File: src/ssat_pkg.sv
// shared types and constants for the strongest signal address table
`timescale 1ns / 1ps
`default_nettype none

package ssat_pkg;

    localparam int AddrW     = 48;
    localparam int KindW     = 8;
    localparam int StrengthW = 8;
    localparam int CountW    = 4;

    typedef struct packed {
        logic [AddrW-1:0]            address;
        logic [KindW-1:0]            kind;
        logic signed [StrengthW-1:0] strength;
    } t_entry;

    // running best that walks down the chain of cells
    typedef struct packed {
        logic   valid;
        t_entry entry;
    } t_token;

endpackage

`default_nettype wire

File: src/ssat_cell.sv
// one table cell: holds an entry, matches addresses and passes the running best on
`timescale 1ns / 1ps
`default_nettype none

module ssat_cell (
    input  wire logic                       i_clk,
    input  wire logic                       i_rst_n,
    input  wire logic                       i_occupied,
    input  wire logic                       i_wr,
    input  wire ssat_pkg::t_entry           i_entry,
    input  wire logic [ssat_pkg::AddrW-1:0] i_match_addr,
    output logic                            o_match,
    input  wire ssat_pkg::t_token           i_tok,
    output ssat_pkg::t_token                o_tok
);

    ssat_pkg::t_entry r_entry;
    ssat_pkg::t_token r_tok;
    ssat_pkg::t_token n_tok;

    assign o_match = i_occupied && (r_entry.address == i_match_addr);
    assign o_tok   = r_tok;

    // strictly stronger replaces, so the earlier cell keeps ties
    always_comb begin
        n_tok = i_tok;
        if (i_occupied && (!i_tok.valid ||
                (r_entry.strength > i_tok.entry.strength))) begin
            n_tok.valid = 1'b1;
            n_tok.entry = r_entry;
        end
    end

    always_ff @(posedge i_clk) begin
        if (i_wr) begin
            r_entry <= i_entry;
        end
    end

    always_ff @(posedge i_clk) begin
        if (!i_rst_n) begin
            r_tok <= '0;
        end else begin
            r_tok <= n_tok;
        end
    end

endmodule

`default_nettype wire

File: src/strongest_signal_address_table.sv
// top level of the strongest signal address table
`timescale 1ns / 1ps
`default_nettype none

// Keeps up to MAX_ENTRIES device candidates in a row of cells. An add beat
// updates the entry with the same address or appends a new one while there
// is room; a clear beat empties the table. Each input beat gives one result
// beat with the acceptance flag, the entry count and the strongest entry
// (earliest wins ties, all zero when empty). An item is taken in the idle
// state, matched and written in the update state, then the running best walks
// the chain one cell per cycle in the sweep state, and the result register
// loads in the done state. A new beat is taken as soon as the previous result
// is loaded, even while that result still waits downstream; the next result
// then holds in the done state until the waiting one is taken.
module strongest_signal_address_table #(
    parameter int MAX_ENTRIES   = 8,
    parameter int ADDRESS_BYTES = 6
) (
    input  wire logic        i_clk,
    input  wire logic        i_rst_n,
    input  wire logic        i_valid,
    output logic             o_ready,
    input  wire logic        i_operation,
    input  wire logic [47:0] i_device_address,
    input  wire logic [7:0]  i_address_kind,
    input  wire logic signed [7:0] i_signal_strength,
    output logic             o_valid,
    input  wire logic        i_ready,
    output logic             o_accepted,
    output logic [3:0]       o_entry_count,
    output logic             o_best_valid,
    output logic [47:0]      o_best_address,
    output logic [7:0]       o_best_kind,
    output logic signed [7:0] o_best_strength
);

    localparam int CntW   = $clog2(MAX_ENTRIES + 1);
    localparam int SweepW = (MAX_ENTRIES > 1) ? $clog2(MAX_ENTRIES) : 1;
    localparam logic [ssat_pkg::AddrW-1:0] AddrMask = (ADDRESS_BYTES >= 6) ?
        {ssat_pkg::AddrW{1'b1}} :
        ((ssat_pkg::AddrW'(1) << (8 * ADDRESS_BYTES)) - ssat_pkg::AddrW'(1));

    typedef enum logic [3:0] {
        S_IDLE   = 4'b0001,
        S_UPDATE = 4'b0010,
        S_SWEEP  = 4'b0100,
        S_DONE   = 4'b1000
    } t_state;

    t_state            r_state;
    logic              r_op;
    ssat_pkg::t_entry  r_item;
    logic [CntW-1:0]   r_count;
    logic [SweepW-1:0] r_sweep;
    logic              r_accepted;

    logic              r_out_valid;
    logic              r_out_accepted;
    logic [CntW-1:0]   r_out_count;
    ssat_pkg::t_token  r_out_best;

    logic [MAX_ENTRIES-1:0] w_match;
    logic [MAX_ENTRIES-1:0] w_occupied;
    logic [MAX_ENTRIES-1:0] w_wr;
    ssat_pkg::t_token       w_tok [MAX_ENTRIES+1];

    logic w_hit;
    logic w_room;
    logic w_load;

    assign w_hit  = |w_match;
    assign w_room = (r_count < CntW'(MAX_ENTRIES));
    assign w_load = (r_state == S_DONE) && (!r_out_valid || i_ready);

    assign w_tok[0] = '0;

    for (genvar g = 0; g < MAX_ENTRIES; g++) begin : g_cell
        assign w_occupied[g] = (r_count > CntW'(g));
        assign w_wr[g] = (r_state == S_UPDATE) && !r_op &&
            (w_match[g] || (!w_hit && w_room && (r_count == CntW'(g))));

        ssat_cell u_cell (
            .i_clk        (i_clk),
            .i_rst_n      (i_rst_n),
            .i_occupied   (w_occupied[g]),
            .i_wr         (w_wr[g]),
            .i_entry      (r_item),
            .i_match_addr (r_item.address),
            .o_match      (w_match[g]),
            .i_tok        (w_tok[g]),
            .o_tok        (w_tok[g+1])
        );
    end

    assign o_ready = (r_state == S_IDLE);

    always_ff @(posedge i_clk) begin
        if (o_ready && i_valid) begin
            r_op            <= i_operation;
            r_item.address  <= i_device_address & AddrMask;
            r_item.kind     <= i_address_kind;
            r_item.strength <= i_signal_strength;
        end
    end

    always_ff @(posedge i_clk) begin
        if (!i_rst_n) begin
            r_state    <= S_IDLE;
            r_count    <= '0;
            r_sweep    <= '0;
            r_accepted <= 1'b0;
        end else begin
            unique case (r_state)
                S_IDLE: begin
                    if (i_valid) begin
                        r_state <= S_UPDATE;
                    end
                end
                S_UPDATE: begin
                    if (r_op) begin
                        r_count    <= '0;
                        r_accepted <= 1'b1;
                    end else begin
                        r_accepted <= w_hit || w_room;
                        if (!w_hit && w_room) begin
                            r_count <= r_count + CntW'(1);
                        end
                    end
                    r_sweep <= SweepW'(MAX_ENTRIES - 1);
                    r_state <= S_SWEEP;
                end
                S_SWEEP: begin
                    // the sweep counts down over every cell so the tail token can settle
                    if (r_sweep == '0) begin
                        r_state <= S_DONE;
                    end else begin
                        r_sweep <= r_sweep - SweepW'(1);
                    end
                end
                S_DONE: begin
                    if (w_load) begin
                        r_state <= S_IDLE;
                    end
                end
                default: begin
                    r_state <= S_IDLE;
                end
            endcase
        end
    end

    always_ff @(posedge i_clk) begin
        if (!i_rst_n) begin
            r_out_valid <= 1'b0;
        end else if (w_load) begin
            r_out_valid <= 1'b1;
        end else if (i_ready) begin
            r_out_valid <= 1'b0;
        end
    end

    always_ff @(posedge i_clk) begin
        if (w_load) begin
            r_out_accepted <= r_accepted;
            r_out_count    <= r_count;
            r_out_best     <= w_tok[MAX_ENTRIES].valid ? w_tok[MAX_ENTRIES] : '0;
        end
    end

    assign o_valid         = r_out_valid;
    assign o_accepted      = r_out_accepted;
    assign o_entry_count   = 4'(r_out_count);
    assign o_best_valid    = r_out_best.valid;
    assign o_best_address  = r_out_best.entry.address;
    assign o_best_kind     = r_out_best.entry.kind;
    assign o_best_strength = r_out_best.entry.strength;

endmodule

`default_nettype wire

File: config.mk
export PLATFORM = sky130hd
export DESIGN_NAME = strongest_signal_address_table
export DESIGN_NICKNAME = d
export VERILOG_FILES = /design/src/ssat_pkg.sv /design/src/ssat_cell.sv /design/src/strongest_signal_address_table.sv
export SDC_FILE = /design/constraint.sdc
export NUM_CORES = 2
export LEC_CHECK = 0
export BUFFER_PORTS_ARGS = -buffer_cell sky130_fd_sc_hd__buf_2
export CAP_MARGIN = 20
export CORE_MARGIN = 3
export CORE_UTILIZATION = 66
export CTS_BUF_LIST = sky130_fd_sc_hd__clkbuf_8 sky130_fd_sc_hd__clkbuf_16
export CTS_CLUSTER_SIZE = 30
export DETAILED_ROUTE_END_ITERATION = 12
export GPL_TIMING_DRIVEN = 0
export PLACE_DENSITY_LB_ADDON = 0.15
export SLEW_MARGIN = 20
export SYNTH_ARGS = -nofsm -noshare
export SYNTH_HDL_FRONTEND = slang
export SYNTH_SLANG_ARGS = --single-unit
File: constraint.sdc
create_clock -name i_clk -period 12.4 [get_ports i_clk]
set_input_delay 0 -clock i_clk [delete_from_list [all_inputs] [get_ports i_clk]]
set_output_delay 0 -clock i_clk [all_outputs]
set_load 0.01 [all_outputs]
======== Yosys cells after proc, flatten, opt, wreduce, memory -nomap -nowiden ========
Index checks and enable logic that the tools add are counted.
word-level totals
  output and inout bits ................... 72
  bits of input ports ..................... 69
  bits in registers ....................... 1180
operators by class
  add/sub/neg operators ................... 2
  mux-type cells .......................... 20
  eq/ne operators ......................... 23
  reductions and logical operators ........ 72
  $lt $le $gt $ge ......................... 16
operator list
  kind                                                 count
  two-way mux 65 bit                                   9
  equality test 48 bit                                 8
  > comparator 8 bit                                   7
  logical AND 1 bit                                    35
  equality test 4 x 3 -> 1 bit, second input constant  5
  two-way mux 4 bit                                    5
  logical OR 1 bit                                     17
  > comparator 4 x 3 -> 1 bit, second input constant   4
  one-hot mux 4 bit (4 select lines)                   1
  equality test 4 x 2 -> 1 bit, second input constant  3
  logical NOT 1 bit                                    10
  equality test 4 x 1 -> 1 bit, second input constant  2
  > comparator 4 x 1 -> 1 bit, second input constant   2
  > comparator 4 x 2 -> 1 bit, second input constant   2
  != test 2 bit, second input constant                 4
  OR reduction 8 bit                                   1
  one-hot mux 3 bit (2 select lines)                   1
  AND reduction 2 bit                                  3
  nonzero test 2 bit                                   3
  adder 4 x 1 -> 4 bit, second input constant          1
  equality test 4 bit, second input constant           1
  logical NOT 4 bit                                    1
  < comparator 4 bit, second input constant            1
  logical NOT 3 bit                                    1
  4 further kinds                                      6

======== Logic depth before layout (Yosys ltp) ========
  depth in word-level cells ............... 8
  mapped depth ............................ 12

======== Modules after synthesis ========
From an unflattened synthesis, not the netlist that was laid out.
second synthesis, totals
  cells, all modules ...................... 3864
  area total of the unflattened synthesis .. 48200.0 um^2
modules (own cells, without submodules)
  module                             cells each  sequential area each (um^2)  area each (um^2)  instances
  ssat_cell at g_cell[3].u_cell ...  439         3223.1                       5292.6            5
  ssat_cell at g_cell[0].u_cell ...  451         3223.1                       5456.5            3
  strongest_signal_address_table     316         4314.1                       5367.6            1

======== Worst setup path after synthesis ========
Ideal clock, no wire load.
  kind .................................... reg2reg
  start ................................... reg r_count[2]
  end ..................................... reg g_cell[2].u_cell.r_entry[0] (netlist bit), enable pin
  arrival ................................. 5.100 ns
  buffers on the path ..................... 3
  library setup time ...................... 0.507 ns
  slack ................................... 6.793 ns
  required time ........................... 11.893 ns
  period minus slack after synthesis ...... 5.607 ns
  cell stages (with the launch flop) ...... 12
  path through ............................ dfxtp_1 clkbuf_1 nor2_1 o21ai_0 nand4_1 nor4_1 nand4_1 and4_1 clkbuf_1 buf_2 nand4_1 a21oi_1
on the way
  longest elaborated chain between the ends .. 8
  elaborated cells on any way between the ends .. 24
RTL lines
  item                                                       line                                   source
  start, declared                                            strongest_signal_address_table.sv:53   logic [CntW-1:0] r_count;
  start signal, assigned                                     strongest_signal_address_table.sv:126  r_count <= r_count + CntW'(1);
  > comparator 4 x 1 -> 1 bit, or another cell as far along  strongest_signal_address_table.sv:78   assign w_occupied[g] = (r_count > CntW'(g));
  logical AND 1 bit                                          ssat_cell.sv:21                        assign o_match = i_occupied && (r_entry.address == i_match_addr);
  OR reduction 8 bit                                         strongest_signal_address_table.sv:71   assign w_hit = |w_match;
  logical NOT 1 bit                                          strongest_signal_address_table.sv:80   (w_match[g] || (!w_hit && w_room && (r_count == CntW'(g))));
  logical AND 1 bit (2 in a row)                             strongest_signal_address_table.sv:80
  logical OR 1 bit *                                         strongest_signal_address_table.sv:80
  logical AND 1 bit *                                        strongest_signal_address_table.sv:79   assign w_wr[g] = (r_state == S_UPDATE) && !r_op &&
  net g_cell[2].u_cell.i_wr                                  ssat_cell.sv:9                         input wire logic i_wr,
  end signal, assigned                                       ssat_cell.sv:36                        r_entry <= i_entry;
  end, declared                                              ssat_cell.sv:17                        ssat_pkg::t_entry r_entry;
Mark *: on every way through the listed nets, which the timed path passes. The rest lies on a longest branch.
A chain may end at the register's enable or synchronous reset.

======== Final worst setup path ========
  start ................................... reg r_count[2]
  end ..................................... reg g_cell[3].u_cell.r_entry[31] (netlist bit), enable pin
on the way
  longest elaborated chain between the ends .. 8
  elaborated cells on any way between the ends .. 24
RTL lines
  item                                                       line
  > comparator 4 x 1 -> 1 bit, or another cell as far along  strongest_signal_address_table.sv:78
  logical AND 1 bit                                          ssat_cell.sv:21
  OR reduction 8 bit                                         strongest_signal_address_table.sv:71
  logical NOT 1 bit                                          strongest_signal_address_table.sv:80
  logical AND 1 bit (2 in a row)                             strongest_signal_address_table.sv:80
  logical OR 1 bit *                                         strongest_signal_address_table.sv:80
  logical AND 1 bit *                                        strongest_signal_address_table.sv:79
  net g_cell[3].u_cell.i_wr                                  ssat_cell.sv:9
  end signal, assigned                                       ssat_cell.sv:36
  end, declared                                              ssat_cell.sv:17
Marked as above.

==> results.py <==
metrics = {
    "die": {
        "coreArea_mm2": 0.0679,
        "die_area_mm2": 0.0723,
        "die_h_um": 269,
        "pin_count": 141,
        "start_util": 0.672,
        "dieWidth_um": 269,
        "fp-row-count": 95,
    },
    "placed_design": {
        "numPortBuffers": 140,
        "place.gp.congestion": 0.983,
        "place_hpwl_mm": 98.6,
        "dp_slack_ns": 7.24,
    },
    "logic_synthesis": {
        "synth_area_leaders": "edfxtp_1 43%, dfxtp_1 23%, xnor2_1 3.8%",
        "synthMostInstantiatedCell": "edfxtp_1",
        "yosys_most_used_dff": "edfxtp_1",
        "synth_common_cells": "647 x edfxtp_1, 533 x dfxtp_1, 339 x o21ai_0",
        "synth_area_mm2": 0.0456,
        "syn_nets": 3917,
        "synth_cell_types": 49,
        "yosysTopAreaCell": "edfxtp_1",
        "netlist.area_leader.share": 0.426,
        "ys_async_sr_fraction": 0,
        "synthCells": 3787,
        "synth_edf_count": 647,
        "ys_seq_area_frac": 0.660,
        "synth_seq_cells": 1180,
        "ys_warn_count": 0,
        "avgSynthCellArea_um2": 12.0,
    },
    "clock_network": {
        "cts.clk_slew.worst_paths_ns": 0.06,
        "cts_hold_buf": 105,
        "cts_resized": 0,
        "cts_sinks": 1180,
        "cts_max_level": 3,
        "cts_tree": "done",
        "clock_latency_ns": 0.70,
        "cts_buffers": 113,
        "cts-root-buf": "clkbuf_16",
        "cts_buffer_depth": 3,
        "cts_setup_buffers": 0,
    },
    "critical_path": {
        "r2r_slack_ns": 7.08,
        "critPathMaxStageDelay_ns": 0.83,
        "start_kind": "register",
        "path_cells": "clkbuf_1 > nor2_1 > o21ai_0 > nand4_1 > nor4_1 > nand4_1 > and4_1 > clkbuf_1 > buf_2 > nand4_1 > a21oi_4 > buf_16 > buf_16 > buf_8",
        "critPathKind": "register to register",
        "cp_max_fo": 20,
        "r2r-end": "g_cell[3].u_cell.r_entry[31]",
        "path_delay_family": "simple AND/OR/NAND/NOR gates",
        "cp-startpoint": "r_count[2]",
        "cp.arrival_ns": 5.71,
        "endpoint_kind": "register",
        "worstSetupPathDepth": 14,
        "cp-endpoint": "g_cell[3].u_cell.r_entry[31]",
        "critPathBufInv": 6,
        "crit_top_cell": "nand4_1",
        "crit_slowest_cell": "nor2_1",
        "required_ns": 12.79,
        "worstRegToRegCells": 14,
        "timing.rr.start": "r_count[2]",
    },
    "timing": {
        "setup_slack_ns": 7.08,
        "finalSetupViolations": 0,
        "min_period_ns": 5.32,
        "setup-tns-final_ns": 0,
        "slew_headroom": 0.242,
        "fmax_mhz": 188,
        "hold_violations": 0,
        "skew_ns": 0.0289,
        "whs_ns": 0.0191,
        "layout_worst_path_cycle_share": 0.429,
        "rsz0062_at_grt": "no",
        "maxSlewViolCount": 0,
        "max_slew.worst_pin.slew_ns": 1.12,
    },
    "detailed_routing": {
        "dr.first_iter.drc_count": 4305,
        "wirelength_mm": 135,
        "vias_per_cell": 6.10,
        "drc": 0,
        "dr.pass1.iters": 6,
        "avgRoutedWirePerCell_um": 25.9,
        "ant_nets": 0,
        "num_vias": 31800,
    },
    "power_and_ir_drop": {
        "switching_share": 0.222,
        "p_clk_frac": 0.436,
        "p_sw_mw": 1.78,
        "p_leak_nw": 17.7,
        "vdd_drop_max_uv": 159,
        "pwr-share-comb": 0.038,
        "intPower_mw": 6.25,
        "pwr-share-seq": 0.526,
        "p_per_area_mw_per_mm2": 151,
    },
    "global_routing": {
        "antenna_found_initial": 1,
        "first_global_vias": 30700,
        "gr-total-overflow": 0,
        "grt_pass1_wl_mm": 194,
        "grt_max_degree": 59,
        "grtUsageTotal": 0.372,
    },
    "status": {
        "status": "completed",
    },
    "cells_and_area": {
        "areaGrowthSynthToFinish_pct": 16.6,
        "drive_above_1_share": 0.0990,
        "antenna_cells": 0,
        "final_net_count": 4311,
    },
    "run": {
        "drv_cap": 0,
    },
    "hold_path": {
        "hp-class": "input pin to register",
    },
}
==> layout by cell type (no fill, tap or decap), types with 95 or more instances in the layout <==
| master | netlist | layout |
|---|---|---|
| nand2_1 | 273 | 273 |
| mux2i_1 | 128 | 128 |
| clkbuf_16 | 0 | 114 |
| buf_2 | 37 | 177 |
| xnor2_1 | 197 | 197 |
| dfxtp_1 | 533 | 533 |
| xor2_1 | 182 | 182 |
| clkbuf_1 | 211 | 211 |
| a21oi_1 | 336 | 328 |
| edfxtp_1 | 647 | 647 |
| nand3_1 | 333 | 333 |
| dlygate4sd3_1 | 0 | 106 |
| o21ai_0 | 339 | 339 |
| and2_1 | 131 | 130 |
| inv_1 | 72 | 95 |
==> worst reg2reg max path: stages (launching register included) <==
cell      delay (ns)
dfxtp_1         0.31
clkbuf_1        0.20
nor2_1          0.83
o21ai_0         0.73
nand4_1         0.32
nor4_1          0.06
nand4_1         0.36
and4_1          0.27
clkbuf_1        0.22
buf_2           0.27
nand4_1         0.19
a21oi_4         0.65
buf_16          0.24
buf_16          0.18
buf_8           0.19
==> worst min path at each step <==
stage	startpoint	to	slack [ns]	depth (start not counted)
final	i_device_address[18]	r_item[34]	0.02	2
after global routing	i_device_address[14]	r_item[30]	0.004	2
after CTS	i_device_address[32]	r_item[48]	0.0003	2
after detailed placement	i_device_address[33]	r_item[49]	0.18	1
after global placement	i_device_address[31]	r_item[47]	0.18	1
after floorplan	i_signal_strength[0]	r_item[0]	0.1	0
==> area by class of cell <==
class,count,area (µm²)
flip-flops and latches,1180,30100
fillers,4114,14700
multi-input cells,2252,14100
clock buffers,128,3050
repair buffers,279,2520
plain buffers,280,1230
well taps,921,1150
clock inverters,88,768
inverters,75,282
==> state kept, by name, indices dropped and copies added (netlist names), 3 cells and up <==
register               count
o_entry_count              4
g_cell.u_cell.r_entry    512
r_count                    4
o_best_address            48
g_cell.u_cell.o_tok      520
r_item                    64
r_sweep                    3
r_state                    4
o_best_strength            8
o_best_kind                8
==> routing by layer <==
layer / track usage / up-vias / wire length, µm
met5: 0 / - / 0
met4: 0.185 / 0 / 7630
met3: 0.0609 / 337 / 13600
met2: 0.584 / 2065 / 61200
met1: 0.508 / 15100 / 52400
li1: - / 14300 / -
==> per-stage QoR <==
| stage | util | std cells | area (µm²) | total power, mW |
|---|---|---|---|---|
| global route | 0.784 | 5203 | 53200 | 8.20 |
| floorplan | - | 3787 | 45600 | 4.41 |
| CTS | 0.784 | 5200 | 53200 | 8.00 |
| finish | 0.784 | 5203 | 53200 | 8.03 |
| detailed placement | 0.712 | 4879 | 48300 | 4.57 |
| global placement | 0.699 | 4848 | 47500 | 4.56 |
==> cell families after synthesis <==
| group | count (synthesis) | synth area share |
|---|---|---|
| buffers and inverters | 355 | 0.0332 |
| xor gates and xnor gates | 379 | 0.0728 |
| DFF | 1180 | 0.660 |
| muxes | 128 | 0.0281 |
| and+or+nand+nor | 934 | 0.103 |
| AOI/OAI and AO/OA | 750 | 0.0868 |
| adders and majority gates | 61 | 0.0167 |
==> power by group through the flow <==
| stage | logic, mW | registers (mW) | clock network (mW) |
|---|---|---|---|
| final | 0.308 | 4.22 | 3.50 |
| after CTS | 0.299 | 4.22 | 3.49 |
| after detailed placement | 0.271 | 4.30 | 0 |
| after global routing | 0.317 | 4.22 | 3.66 |
| after floorplan | 0.152 | 4.26 | 0 |
| after global placement | 0.264 | 4.30 | 0 |
Note: power is estimated with default switching activity, not from simulation.
